===== src/hw/rtl/stcl_pkg.sv =====
// ----------------------------------------------------------------------------
// stcl_pkg
// shared codes and controller/datapath interface types for the stsc lookup
// ----------------------------------------------------------------------------
package stcl_pkg;

	localparam logic [1:0] ACT_CLEAR  = 2'd0;
	localparam logic [1:0] ACT_LOAD   = 2'd1;
	localparam logic [1:0] ACT_LOOKUP = 2'd2;

	localparam logic [1:0] ST_OK      = 2'd0;
	localparam logic [1:0] ST_INVALID = 2'd1;
	localparam logic [1:0] ST_EMPTY   = 2'd2;
	localparam logic [1:0] ST_FULL    = 2'd3;

	localparam int DIV_STEPS = 32;

	// commands from controller to datapath
	typedef struct packed {
		logic       cap_in;
		logic       clr;
		logic       ld_cnt;
		logic       ld_sum;
		logic       ld_wr;
		logic       g_cached;
		logic       g_zero;
		logic       g_inc;
		logic       rd;
		logic       cap_ent;
		logic       div_start;
		logic       div_step;
		logic       set_cache;
		logic       out_load;
		logic       out_ok;
		logic [1:0] out_status;
	} cmd_t;

	// status from datapath to controller
	typedef struct packed {
		logic [1:0] action;
		logic       in_sample_zero;
		logic       empty;
		logic       full;
		logic       ram_fs_gt;
		logic       prod_zero;
		logic       fs_gt;
		logic       walk_past;
		logic       g_last;
		logic       spc_zero;
		logic       div_done;
		logic       out_free;
	} sts_t;

endpackage


===== src/hw/rtl/stcl_ctrl.sv =====
// ----------------------------------------------------------------------------
// stcl_ctrl
// sequencer for clear, load and lookup requests
// ----------------------------------------------------------------------------
module stcl_ctrl (
	input  logic           clk,
	input  logic           arst_n,
	input  logic           in_valid,
	output logic           in_ready,
	input  stcl_pkg::sts_t sts,
	output stcl_pkg::cmd_t cmd
);

	typedef enum logic [8:0] {
		S_IDLE   = 9'b000000001,
		S_LD_CNT = 9'b000000010,
		S_LD_SUM = 9'b000000100,
		S_LD_WR  = 9'b000001000,
		S_LK_RD  = 9'b000010000,
		S_LK_CAP = 9'b000100000,
		S_LK_DEC = 9'b001000000,
		S_DIV    = 9'b010000000,
		S_FIN    = 9'b100000000
	} state_t;

	state_t     state_q, state_d;
	logic       first_q, first_d;
	logic [1:0] st_q, st_d;
	logic       ok_q, ok_d;
	logic       accept;

	assign in_ready = (state_q == S_IDLE);
	assign accept   = in_valid && in_ready;

	always_comb begin
		cmd     = '0;
		state_d = state_q;
		first_d = first_q;
		st_d    = st_q;
		ok_d    = ok_q;
		unique case (state_q)
			S_IDLE: begin
				if (accept) begin
					cmd.cap_in = 1'b1;
					st_d       = stcl_pkg::ST_OK;
					ok_d       = 1'b0;
					state_d    = S_FIN;
					unique case (sts.action)
						stcl_pkg::ACT_CLEAR: cmd.clr = 1'b1;
						stcl_pkg::ACT_LOAD: begin
							if (sts.full) st_d = stcl_pkg::ST_FULL;
							else state_d = S_LD_CNT;
						end
						stcl_pkg::ACT_LOOKUP: begin
							if (sts.in_sample_zero) begin
								st_d = stcl_pkg::ST_INVALID;
							end else if (sts.empty) begin
								st_d = stcl_pkg::ST_EMPTY;
							end else begin
								cmd.g_cached = 1'b1;
								first_d      = 1'b1;
								state_d      = S_LK_RD;
							end
						end
						default: ;
					endcase
				end
			end
			S_LD_CNT: begin
				cmd.ld_cnt = 1'b1;
				state_d    = S_LD_SUM;
			end
			S_LD_SUM: begin
				cmd.ld_sum = 1'b1;
				state_d    = S_LD_WR;
			end
			S_LD_WR: begin
				cmd.ld_wr = 1'b1;
				state_d   = S_FIN;
			end
			S_LK_RD: begin
				cmd.rd  = 1'b1;
				state_d = S_LK_CAP;
			end
			S_LK_CAP: begin
				// cached group starts after the sample: restart at group 0
				if (first_q && sts.ram_fs_gt) begin
					cmd.g_zero = 1'b1;
					state_d    = S_LK_RD;
				end else begin
					cmd.cap_ent = 1'b1;
					state_d     = S_LK_DEC;
				end
				first_d = 1'b0;
			end
			S_LK_DEC: begin
				if (sts.prod_zero && sts.fs_gt) begin
					st_d    = stcl_pkg::ST_INVALID;
					state_d = S_FIN;
				end else if (!sts.prod_zero && sts.walk_past) begin
					if (sts.g_last) begin
						st_d    = stcl_pkg::ST_INVALID;
						state_d = S_FIN;
					end else begin
						cmd.g_inc = 1'b1;
						state_d   = S_LK_RD;
					end
				end else if (sts.spc_zero) begin
					st_d    = stcl_pkg::ST_INVALID;
					state_d = S_FIN;
				end else begin
					cmd.div_start = 1'b1;
					cmd.set_cache = 1'b1;
					state_d       = S_DIV;
				end
			end
			S_DIV: begin
				if (sts.div_done) begin
					ok_d    = 1'b1;
					state_d = S_FIN;
				end else begin
					cmd.div_step = 1'b1;
				end
			end
			S_FIN: begin
				if (sts.out_free) begin
					cmd.out_load   = 1'b1;
					cmd.out_ok     = ok_q;
					cmd.out_status = st_q;
					state_d        = S_IDLE;
				end
			end
			default: state_d = S_IDLE;
		endcase
	end

	always_ff @(posedge clk or negedge arst_n) begin
		if (!arst_n) begin
			state_q <= S_IDLE;
			first_q <= 1'b0;
			st_q    <= stcl_pkg::ST_OK;
			ok_q    <= 1'b0;
		end else begin
			state_q <= state_d;
			first_q <= first_d;
			st_q    <= st_d;
			ok_q    <= ok_d;
		end
	end

	a_out_free: assert property (@(posedge clk) disable iff (!arst_n)
		cmd.out_load |-> sts.out_free) else $error("result overwritten");
	a_div_spc: assert property (@(posedge clk) disable iff (!arst_n)
		cmd.div_start |-> !sts.spc_zero) else $error("divide by zero started");
	a_ld_full: assert property (@(posedge clk) disable iff (!arst_n)
		cmd.ld_wr |-> !sts.full) else $error("write into full table");
	a_ok_status: assert property (@(posedge clk) disable iff (!arst_n)
		(cmd.out_load && cmd.out_ok) |-> (cmd.out_status == stcl_pkg::ST_OK))
		else $error("ok lookup with error status");

endmodule


===== config.mk =====
export PLATFORM = sky130hd
export DESIGN_NAME = stcl_ctrl
export DESIGN_NICKNAME = d
export VERILOG_FILES = /design/src/hw/rtl/stcl_pkg.sv /design/src/hw/rtl/stcl_ctrl.sv
export SDC_FILE = /design/constraint.sdc
export NUM_CORES = 1
export LEC_CHECK = 0
export BUFFER_PORTS_ARGS = -buffer_cell sky130_fd_sc_hd__buf_2
export CORE_UTILIZATION = 50
export CTS_CLUSTER_SIZE = 16
export DETAILED_ROUTE_END_ITERATION = 10
export GPL_TIMING_DRIVEN = 0
export PLACE_DENSITY = 0.79
export SYNTH_ARGS = -nofsm -noshare
export SYNTH_HDL_FRONTEND = slang
export SYNTH_SLANG_ARGS = --single-unit

===== constraint.sdc =====
create_clock -name clk -period 3.5 [get_ports clk]
set_input_delay 0.175 -clock clk [delete_from_list [all_inputs] [get_ports clk]]
set_output_delay 0.175 -clock clk [all_outputs]
set_load 0.05 [all_outputs]

; After elaboration in Yosys (flattened, before gate mapping)
; Index checks and enable logic that the tools add are counted.
[word_totals]
word_cells = 95
out_inout_bits = 18
mem_count = 0
mem_bits_ro = 0
latch_bits = 0
ram_bits = 0
in_bits = 16
regBits = 13
[classes]
shifts = 0
reduce_logical = 13
n_bitwise = 0
add_sub_neg = 0
div_mod_pow = 0
n_lt_le_gt_ge = 0
mux = 59
mul = 0
eq_ne = 19
[ops]
columns = op, n
row1 = 9-bit 2-to-1 mux, 10
row2 = 9-bit one-hot mux with 9 select lines, 1
row3 = 1-bit 2-to-1 mux, 30
row4 = 2-bit 2-to-1 mux, 10
row5 = 9-bit one-hot mux with 2 select lines, 1
row6 = 9-bit by 1-bit equality test with 1-bit output (second input constant), 1
row7 = 9-bit by 2-bit equality test with 1-bit output (second input constant), 1
row8 = 9-bit by 3-bit equality test with 1-bit output (second input constant), 1
row9 = 9-bit by 4-bit equality test with 1-bit output (second input constant), 1
row10 = 9-bit by 5-bit equality test with 1-bit output (second input constant), 1
row11 = 9-bit by 6-bit equality test with 1-bit output (second input constant), 1
row12 = 9-bit by 7-bit equality test with 1-bit output (second input constant), 1
row13 = 9-bit by 8-bit equality test with 1-bit output (second input constant), 1
row14 = 9-bit equality test (second input constant), 1
row15 = 4-bit 2-to-1 mux, 2
row16 = 2-bit != test (second input constant), 4
row17 = 4-bit != test (second input constant), 2
row18 = 2-bit one-hot mux with 2 select lines, 2
row19 = 7-bit 2-to-1 mux, 1
row20 = 3-bit AND reduction, 2
row21 = 2-bit nonzero test, 3
row22 = 5-bit AND reduction, 1
row23 = 1-bit logical AND, 4
row24 = 2-bit by 1-bit != test with 1-bit output (second input constant), 2
row25 = 6 further kinds, 7

; Depth between registers and ports, before layout
; Gate-level depths: netlist of run 1.
[logic_depth]
word_depth = 5
ltp_mapped = 6
ltp_nobuf = 6

; Worst setup path after synthesis of run 1
; No wires, ideal clock.
[synth_path]
path_type = reg-to-output
start = reg state_q[5]
end = out cmd[12] (netlist bit)
setup_slack_ps = 616
path_buffers = 1
stages_incl_launch_ff = 5
t_arrival_ps = 2709
required_ps = 3325
cell_sequence = dfrtp_1 -> clkbuf_1 -> nor3_2 -> nand3b_1 -> nor4b_1
[synth_lines]
columns = item, line_no
row1 = "start, declared", stcl_ctrl.sv:26  ; state_t state_q, state_d;
row2 = "start signal, assigned", stcl_ctrl.sv:144  ; state_q <= state_d;
row3 = "end, declared", stcl_ctrl.sv:11  ; output stcl_pkg::cmd_t cmd

==> flow_summary_export.csv, run 1 <==
group,metric,value,unit
yosys,yosysSeqAreaShare,31.9,%
yosys,ys_types,41,
yosys,synth_seq_cells,13,
timing,max_freq,0.432,GHz
yosys,ys_warn_count,0,
hold_path,min_from,"sts[8]",
timing,fin_ws,1.19,ns
floorplan,start_util,52.7,%
timing,setup-violations-final,0,
clock_network,cts_buffer_depth,2,
worst_setup_path,critPathMaxFanout,9,
floorplan,die_y,47.2,µm
yosys,syn_area_per_cell,8.75,µm²
floorplan,die-area,0.00223,mm²
finish,final_cell_mix,"buf_2 (34), dfrtp_1 (12), nand2_1 (9)",
detailed_routing,drtPass1Iterations,7,
placed_design,io_buffers,33,
timing,holdWs,0.0756,ns
placed_design,hpwl,1.89,mm
floorplan,die-width,47.2,µm
timing,drv_slew,0,
clock_network,cts_tree,"done",
timing,finalCriticalPeriod,2.31,ns
timing,fin_skew,0.0104,ns
finish,drive_gt1_share,31.6,%
pwr,p_leak,0.638,nW
clock_network,post_cts_resized,0,
yosys,synth_fp_nets,136,
grt,overflow,0,
timing,fin_setup_tns,0,ns
worst_setup_path,regToRegStartpoint,"state_q[3]",
outcome,status,"complete, but fails checks",
worst_setup_path,critPathArrivalTime,2.14,ns
floorplan,core,0.00194,mm²
floorplan,fp-row-count,16,
detailed_routing,drt_iter0_drc,22,
worst_setup_path,startpoint_type,"register",
detailed_routing,final_antenna_net_count,0,
finish,postLayoutCellArea,0.00126,mm²
finish,num-nets-final,175,
worst_setup_path,crit_family,"simple AND/OR/NAND/NOR gates",
worst_setup_path,crit_path_start,"state_q[3]",
grt,grt_usage,23.7,%
clock_network,clk_pin_slew,0.08,ns
timing,maxSlewHeadroom,69.8,%
detailed_routing,vias_per_cell,5.58,
detailed_routing,drc_errors,1,
placed_design,dpl_cell_area,0.00122,mm²
clock_network,clock-sinks,13,
worst_setup_path,slowest_stage,"nor4_4",
yosys,ys_async_sr_fraction,100,%
worst_setup_path,cp_cell_sequence,"buf_6 > nor4_4 > and4_2 > and3_1 > buf_4 > buf_2",
worst_setup_path,worstSetupPathType,"register to output port",
timing,final-hold-violation-count,0,
grt,grt_max_degree,14,
clock_network,ctsHtreeMaxLevel,1,
worst_setup_path,crit_buf_inv,3,
timing,finalCritPeriodShare,66.1,%
grt,grt_pass1_vias,868,
worst_setup_path,worst_ep_required_time,3.32,ns
hold_path,hp-class,"input pin to register",
yosys,postSynthCellCount,117,
finish,area_growth_syn_to_layout,23.0,%
detailed_routing,drt_wl_total,2.41,mm
outcome,failed_checks,"DRC",
placed_design,pre_cts_ws,1.50,ns
yosys,synth_enable_flop_cells,0,
run,cap_viol_max_count,0,
pwr,vdd_ir_drop_max,0.278,mV
placed_design,gp_congestion,0.829,
worst_setup_path,worst_setup_path_end_kind,"output port",
detailed_routing,wl_per_cell,13.2,µm
floorplan,ios,34,
finish,final_common_cell,"buf_2",
worst_setup_path,cpPeakStageDelay,0.45,ns
clock_network,cts_buffers,3,
yosys,ys.flop_type,"dfrtp_1",
grt,antenna_found_initial,0,
yosys,syn_area,0.00102,mm²
clock_network,clock_latency,0.28,ns
pwr,power.density,500,mW/mm²
timing,rsz0062_at_grt,"no",
grt,grt_first_pass_wirelength,3.77,mm
clock_network,cts-root-buf,"clkbuf_4",
detailed_routing,vias,1016,
timing,tightest_slew,0.451,ns
finish,n_antenna_cell,0,
## routing by layer
metal	track usage, %	vias to the layer above	part of all wire (%)
met5	0	-	0
met4	6.86	0	0.50
met3	3.46	2	3.2
met2	40.8	25	49
met1	30.6	481	47
li1	-	508	-
## cell families (layout without fill, tap and decap cells)
kind of cell / Yosys count / after routing / synth area share (%)
buffers and inverters: 13 / 51 / 6.72
and+or+nand+nor: 56 / 56 / 34.8
DFF: 13 / 13 / 31.9
AOI/OAI and AO/OA: 25 / 25 / 16.4
adders and majority gates: 3 / 3 / 3.67
muxes: 4 / 4 / 3.91
xor gates and xnor gates: 3 / 3 / 2.57
## synth_stat cells (2+ instances only)
| cell | number | area (µm²) |
|---|---|---|
| and2_1 | 2 | 12.5 |
| nor3b_1 | 5 | 37.5 |
| dfrtp_1 | 12 | 300 |
| mux2i_1 | 4 | 40.0 |
| buf_6 | 2 | 22.5 |
| nand4_1 | 3 | 18.8 |
| nand3_1 | 3 | 15.0 |
| nand2_1 | 9 | 33.8 |
| nor3_2 | 2 | 20.0 |
| nand2b_1 | 2 | 12.5 |
| nor4b_1 | 5 | 43.8 |
| o31ai_1 | 2 | 15.0 |
| ha_1 | 3 | 37.5 |
| xor2_1 | 3 | 26.3 |
| and3_1 | 2 | 12.5 |
| inv_1 | 7 | 26.3 |
| nand3b_1 | 3 | 22.5 |
| nor3_1 | 3 | 15.0 |
| a21oi_1 | 5 | 25.0 |
| nor2b_1 | 3 | 18.8 |
| nor2_1 | 7 | 26.3 |
| a22oi_1 | 2 | 15.0 |
| o22ai_1 | 2 | 12.5 |
| o21ai_0 | 8 | 40.0 |
| clkbuf_1 | 2 | 7.51 |
## sequential cells by signal, indices dropped and copies added (netlist names)
register and count:
st_q 2, state_q 9, first_q 1, ok_q 1
## timing repair
item	in CTS	in global routing
endpoints found under the setup margin	0	0
hold buffers	1	0
endpoints found under the hold margin	12	0
setup buffers	0	0
## stage by stage
stage,util [%],instances,power (W)
2_1_floorplan,-,117,0.000455
3_3_place_gp,63.0,177,0.000522
3_5_place_dp,63.0,177,0.000532
4_1_cts,64.8,182,0.000629
5_1_grt,64.8,182,0.000670
6_report,64.8,182,0.000629
## report_power, final
group          internal, W  switching [W]
sequential        0.000183      0.0000352
clock            0.0000442      0.0000522
combinational     0.000113       0.000201
## final cells by class
type,count,area (µm²)
Sequential cell,13,327
Inverter,7,26.3
Timing Repair Buffer,34,175
Buffer,6,42.5
Fill cell,171,683
Tap cell,27,33.8
Clock buffer,4,26.3
Multi-Input combinational cell,91,628
## final timing paths
| check | to | slack [ns] | cells after the start |
|---|---|---|---|
| min reg2reg | ok_q | 0.48 | 2 |
| max reg2reg | state_q[4] | 1.73 | 5 |
| max | cmd[6] | 1.19 | 6 |
| min | state_q[1] | 0.08 | 2 |
| min in group asynchronous | ok_q | 0.30 | 2 |
| max in group asynchronous | state_q[0] | 2.90 | 2 |
No activity file was read; power rests on OpenSTA's default activity.
==> run 2: changes to the inputs <==
- CORE_UTILIZATION: 50 -> 49
- PLACE_DENSITY: 0.79 -> 0.78
- clock period: 3.5 -> 2.4 ns (I/O delays scaled with it)
==> run 2 against run 1 <==
  * The run now ends clean
  * Clock power increased by 45%
  * Count of clock-buffer cells in the layout decreased by 1
  * Via count unchanged
  * Sequential share of layout area decreased by 0.56 points
  * Non-clock buffer count increased by 2
  * Register-to-register slack got worse by 1.0 ns
  * Highest routed layer unchanged
==> flow_summary_export.csv, run 2 (synthesis gave the netlist of run 1 again) <==
group,metric,value,unit
outcome,status,"completed",
hold_path,hp-class,"input pin to register",
placed_design,gp_congestion,0.782,
timing,finalCritPeriodShare,92.9,%
timing,rsz0062_at_grt,"no",
finish,ff_latch_area,327,µm²
clock_network,clock_latency,0.28,ns
hold_path,worstHoldPathCells,2,
detailed_routing,drt_wl_total,2.54,mm
grt,overflow,0,
finish,reg.largest.list,"state_q (9), st_q (2)",
grt,grt_pass1_vias,832,
grt,grt_usage,23.1,%
finish,area_growth_syn_to_layout,25.7,%
clock_network,cts-root-buf,"clkbuf_4",
pwr,p_int,0.000510,W
worst_setup_path,worst_ep_required_time,2.28,ns
finish,largest_reg_flops,9,
timing,drv_slew,0,
detailed_routing,final_antenna_net_count,0,
pwr,p_leak,0.654,nW
floorplan,ios,34,
detailed_routing,wl_per_cell,13.8,µm
timing,tightest_slew,0.430,ns
finish,drive_gt1_share,33.8,%
detailed_routing,vias,1016,
pwr,clkPwrFrac,15.0,%
placed_design,pre_cts_ws,0.376,ns
clock_network,ctsHtreeMaxLevel,1,
worst_setup_path,rr_worst_depth,5,
finish,final_util,65.6,%
floorplan,core,0.00196,mm²
clock_network,clock-sinks,13,
finish,n_fill_cell,191,
finish,num-nets-final,177,
pwr,p_switching,0.000425,W
floorplan,die-area,0.00228,mm²
timing,maxSlewHeadroom,71.3,%
worst_setup_path,critPathArrivalTime,2.11,ns
timing,fin_ws,0.169,ns
clock_network,clk_pin_slew,0.09,ns
pwr,switching_share,45.4,%
timing,finalCriticalPeriod,2.23,ns
grt,grt_first_pass_wirelength,3.60,mm
finish,stdcell_count,184,
timing,setup-violations-final,0,
detailed_routing,drt_iter0_drc,27,
placed_design,io_buffers,33,
pwr,seqPwrFrac,33.7,%
detailed_routing,drc_errors,0,
clock_network,cts_buffer_depth,2,
floorplan,die-width,47.7,µm
floorplan,die_y,47.7,µm
finish,regMostFlops,"state_q",
finish,n_antenna_cell,0,
worst_setup_path,worstSetupPathType,"register to output port",
finish,multi_input_comb_area,639,µm²
floorplan,fp-row-count,16,
detailed_routing,drtPass1Iterations,4,
pwr,power.density,727,mW/mm²
placed_design,place_inst,177,
pwr,vdd_ir_drop_max,0.441,mV
timing,final-hold-violation-count,0,
grt,grt_max_degree,14,
grt,antenna_found_initial,0,
run,cap_viol_max_count,0,
clock_network,cts_buffers,3,
pwr,combPwrFrac,51.3,%
detailed_routing,vias_per_cell,5.52,
clock_network,cts_tree,"done",
floorplan,start_util,52.2,%
timing,max_freq,0.448,GHz
timing,fin_skew,0.00840,ns
worst_setup_path,critPathMaxFanout,8,
finish,final_common_cell,"buf_2",
worst_setup_path,worst_setup_path_end_kind,"output port",
placed_design,hpwl,1.94,mm
finish,final_cell_mix,"buf_2 (34), dfrtp_1 (12), nand2_1 (9)",
worst_setup_path,startpoint_type,"register",
==> run 2: cell types whose count changed in the layout (fill, tap and decap cells not counted) <==
| cell | before | now |
|---|---|---|
| nor3_4 | 0 | 1 |
| nor3_1 | 3 | 2 |
| buf_4 | 1 | 3 |
| clkinv_2 | 0 | 1 |
| clkbuf_1 | 3 | 2 |
==> run 2: worst paths after layout <==
| path | from | endpoint | slack (ns) |
|---|---|---|---|
| setup / recovery | state_q[5] | cmd[13] | 0.17 |
| hold / removal | sts[8] | state_q[1] | 0.02 |
| setup reg to reg | state_q[2] | st_q[0] | 0.69 |
| hold reg to reg | ok_q | ok_q | 0.48 |
| max in group asynchronous | arst_n | state_q[0] | 1.87 |
| min in group asynchronous | arst_n | state_q[5] | 0.25 |
==> run 2: area by class of cell <==
cell class	instances	share of cell area [%]
flip-flops and latches	13	25.4
repair buffers	36	14.8
clock buffers	3	1.75
inverters	7	2.04
clock inverters	1	0.389
multi-input cells	91	49.7
well taps	27	2.63
plain buffers	6	3.31
==> run 2: worst max-delay path: stages (launching register included) <==
cell and delay, ns:
dfrtp_1 0.37, clkbuf_1 0.20, nor3_4 0.33, nand3b_1 0.26, nor4b_1 0.34, buf_2 0.32
==> run 2: stage by stage <==
| stage | hold slack (ns) | total power [W] | TNS, ns | cell area [µm²] |
|---|---|---|---|---|
| 5_1_grt | 0.0141 | 0.000996 | 0 | 1290 |
| 2_1_floorplan | -0.176 | 0.000663 | -1.22 | 1030 |
| 3_5_place_dp | 0.0299 | 0.000770 | 0 | 1230 |
| 6_report | 0.0202 | 0.000935 | 0 | 1290 |
| 4_1_cts | 0.0248 | 0.000911 | 0 | 1260 |
| 3_3_place_gp | 0.0319 | 0.000759 | 0 | 1230 |
==> run 2: power groups by stage <==
stage / Clock, W / Combinational [W] / Sequential (W)
CTS: 0.000142 / 0.000456 / 0.000313
detailed placement: 0 / 0.000453 / 0.000318
global route: 0.000157 / 0.000517 / 0.000322
finish: 0.000140 / 0.000480 / 0.000315
global placement: 0 / 0.000443 / 0.000316
floorplan: 0 / 0.000356 / 0.000307
==> run 2: routing by layer <==
metal	routed length (µm)	track usage, %	share of wire [%]
met4	24	11.7	0.95
met1	1160	30.3	46
met2	1270	36.8	50
met5	0	0	0
met3	86	3.77	3.4
==> run 2: repair_timing <==
action	CTS	global route
gates resized for setup	0	1
hold buffers	1	0
hold endpoints to repair	13	0
setup buffers	0	2
setup endpoints to repair	0	6
==> run 3: changes to the inputs <==
==> constraint.sdc (replaced) <==
create_clock -name clk -period 2.4 [get_ports clk]
set_input_delay 0.6 -clock clk [delete_from_list [all_inputs] [get_ports clk]]
set_output_delay 0.6 -clock clk [all_outputs]
set_load 0.05 [all_outputs]
==> run 3 against run 2 <==
  * The run now ends with setup timing left
  * Sequential share of layout area fell by 4.6 points
  * Clock power rose by 4%
  * Combinational power rose by 35%
  * Clock skew fell by 0.0041 ns
  * Power rose by 21%
  * Routed wire length rose by 29%
  * Hold slack improved by 0.18 ns
  * Register-to-register slack barely moved
  * Global-route usage rose by 4.5 points
  * Via count rose by 16%
  * Die area did not move
  * Largest power group unchanged
==> flow_summary_export.csv, run 3 (synthesis gave the netlist of run 1 again) <==
group,metric,value,unit
timing,maxSlewHeadroom,75.4,%
grt,grt_usage,27.7,%
clock_network,ctsHtreeMaxLevel,1,
grt,grt_max_degree,14,
grt,grt_first_pass_wirelength,4.24,mm
clock_network,clock-sinks,13,
timing,tightest_slew,0.368,ns
detailed_routing,drtPass1Iterations,4,
timing,max_freq,0.412,GHz
floorplan,ios,34,
finish,num-nets-final,193,
timing,holdWs,0.195,ns
floorplan,die_y,47.7,µm
worst_setup_path,worst_ep_required_time,1.80,ns
detailed_routing,vias,1178,
detailed_routing,dr_wl_met2,1.69,mm
detailed_routing,drc_errors,0,
pwr,combPwrFrac,57.5,%
timing,rsz0062_at_grt,"yes",
floorplan,fp-row-count,16,
pwr,vdd_ir_drop_max,0.584,mV
timing,fin_skew,0.00426,ns
pwr,power.density,705,mW/mm²
pwr,clkPwrFrac,13.0,%
detailed_routing,highest_layer,"met4",
detailed_routing,wl_per_cell,16.3,µm
worst_setup_path,startpoint_type,"register",
run,cap_viol_max_count,0,
finish,regMostFlops,"state_q",
worst_setup_path,cpPeakStageDelay,0.43,ns
floorplan,die-area,0.00228,mm²
worst_setup_path,worstSetupPathType,"register to output port",
detailed_routing,vias_per_cell,5.89,
worst_setup_path,crit_family,"simple AND/OR/NAND/NOR gates",
worst_setup_path,critPathMaxFanout,7,
clock_network,cts_buffer_depth,2,
floorplan,core,0.00196,mm²
timing,drv_slew,0,
worst_setup_path,critPathArrivalTime,1.83,ns
clock_network,clk_pin_slew,0.09,ns
detailed_routing,wl_met3,214,µm
pwr,p_leak,0.752,nW
finish,stdcell_count,200,
clock_network,cts_tree,"done",
finish,largest_reg_flops,9,
clock_network,clock_latency,0.29,ns
worst_setup_path,slowest_stage,"dfrtp_1",
finish,final_cell_mix,"buf_4 (28), buf_2 (20), nand2_1 (8), o21ai_0 (8), buf_6 (8)",
detailed_routing,drt_wl_total,3.27,mm
placed_design,gp_congestion,0.844,
timing,finalCritPeriodShare,101,%
finish,area_growth_syn_to_layout,56.5,%
grt,grt_pass1_vias,978,
hold_path,hp-class,"input pin to asynchronous set/reset pin",
clock_network,cts-root-buf,"clkbuf_4",
outcome,failed_checks,"setup timing",
detailed_routing,drt_iter0_drc,42,
clock_network,cts_buffers,3,
timing,fin_setup_tns,-0.0258,ns
timing,finalCriticalPeriod,2.43,ns
floorplan,die-width,47.7,µm
pwr,switching_share,45.9,%
outcome,status,"complete, but fails checks",
pwr,p_int,0.000611,W
timing,setup-violations-final,1,
placed_design,io_buffers,33,
grt,overflow,0,
pwr,seqPwrFrac,29.5,%
finish,reg.largest.list,"state_q (9), st_q (2)",
floorplan,start_util,52.2,%
finish,final_common_cell,"buf_4",
finish,drive_gt1_share,52.6,%
finish,n_antenna_cell,0,
timing,fin_ws,-0.0258,ns
pwr,p_switching,0.000518,W
worst_setup_path,crit_buf_inv,2,
detailed_routing,final_antenna_net_count,0,
grt,antenna_found_initial,0,
placed_design,place_inst,177,
worst_setup_path,cp_cell_sequence,"nor4_4 > buf_4 > nand4_1 > nor3_2 > buf_6",
timing,final-hold-violation-count,0,
detailed_routing,drt-met1-wl,1.30,mm
clock_network,hold_buffers,0,
worst_setup_path,worst_setup_path_end_kind,"output port",
placed_design,hpwl,1.90,mm
==> run 3: changes by cell type in the layout (fill, tap and decap cells not counted), sizes merged <==
cell / previous run / this run
buf: 39 / 58
dlygate4sd3: 1 / 0
clkinv: 1 / 0
clkbuf: 5 / 4
==> run 3: repair_timing <==
action                                  CTS  global route
endpoints found under the setup margin   18            17
gates resized for setup                  32            16
pin swaps                                 5            10
gates cloned                              0             0
setup buffers                            12            11
==> run 3: worst paths after layout <==
check,start,end,slack [ns],cells after the start
worst min-delay path,arst_n,state_q[3],0.20,1
worst max register to register,state_q[3],state_q[4],0.70,6
worst min register to register,ok_q,ok_q,0.47,2
worst max-delay path,state_q[3],cmd[9],-0.03,5
max in group asynchronous,arst_n,state_q[0],1.91,1
min in group clk,ok_q,ok_q,0.47,2
==> run 3: layer usage <==
layer,vias to the layer above,global-route usage (%)
met2,59,48.9
met4,0,10.0
li1,540,-
met1,570,31.8
met3,9,7.55
met5,-,0
==> run 3: power by group through the flow <==
stage | registers (W) | logic, W | clock network [W]
floorplan | 0.000311 | 0.000373 | 0
global placement | 0.000319 | 0.000460 | 0
detailed placement | 0.000322 | 0.000473 | 0
CTS | 0.000322 | 0.000544 | 0.000148
global route | 0.000338 | 0.000688 | 0.000161
finish | 0.000333 | 0.000650 | 0.000146
==> run 3: cell type report <==
cell class,instances,area [µm²]
multi-input combinational,91,752
timing repair buffer,56,414
fill,134,360
sequential,13,333
tap,27,33.8
clock buffer,4,26.3
inverter,7,26.3
buffer,2,16.3
==> run 3: metrics by stage <==
step                area (µm²)  utilization (%)  power (W)  worst slack, ns
finish                    1600             81.6    0.00113          -0.0258
global route              1600             81.6    0.00119          -0.0940
CTS                       1480             75.3    0.00101         -0.00794
detailed placement        1270             65.0   0.000795           -0.140
global placement          1270             65.0   0.000779          -0.0838
floorplan                 1080                -   0.000684           -0.277
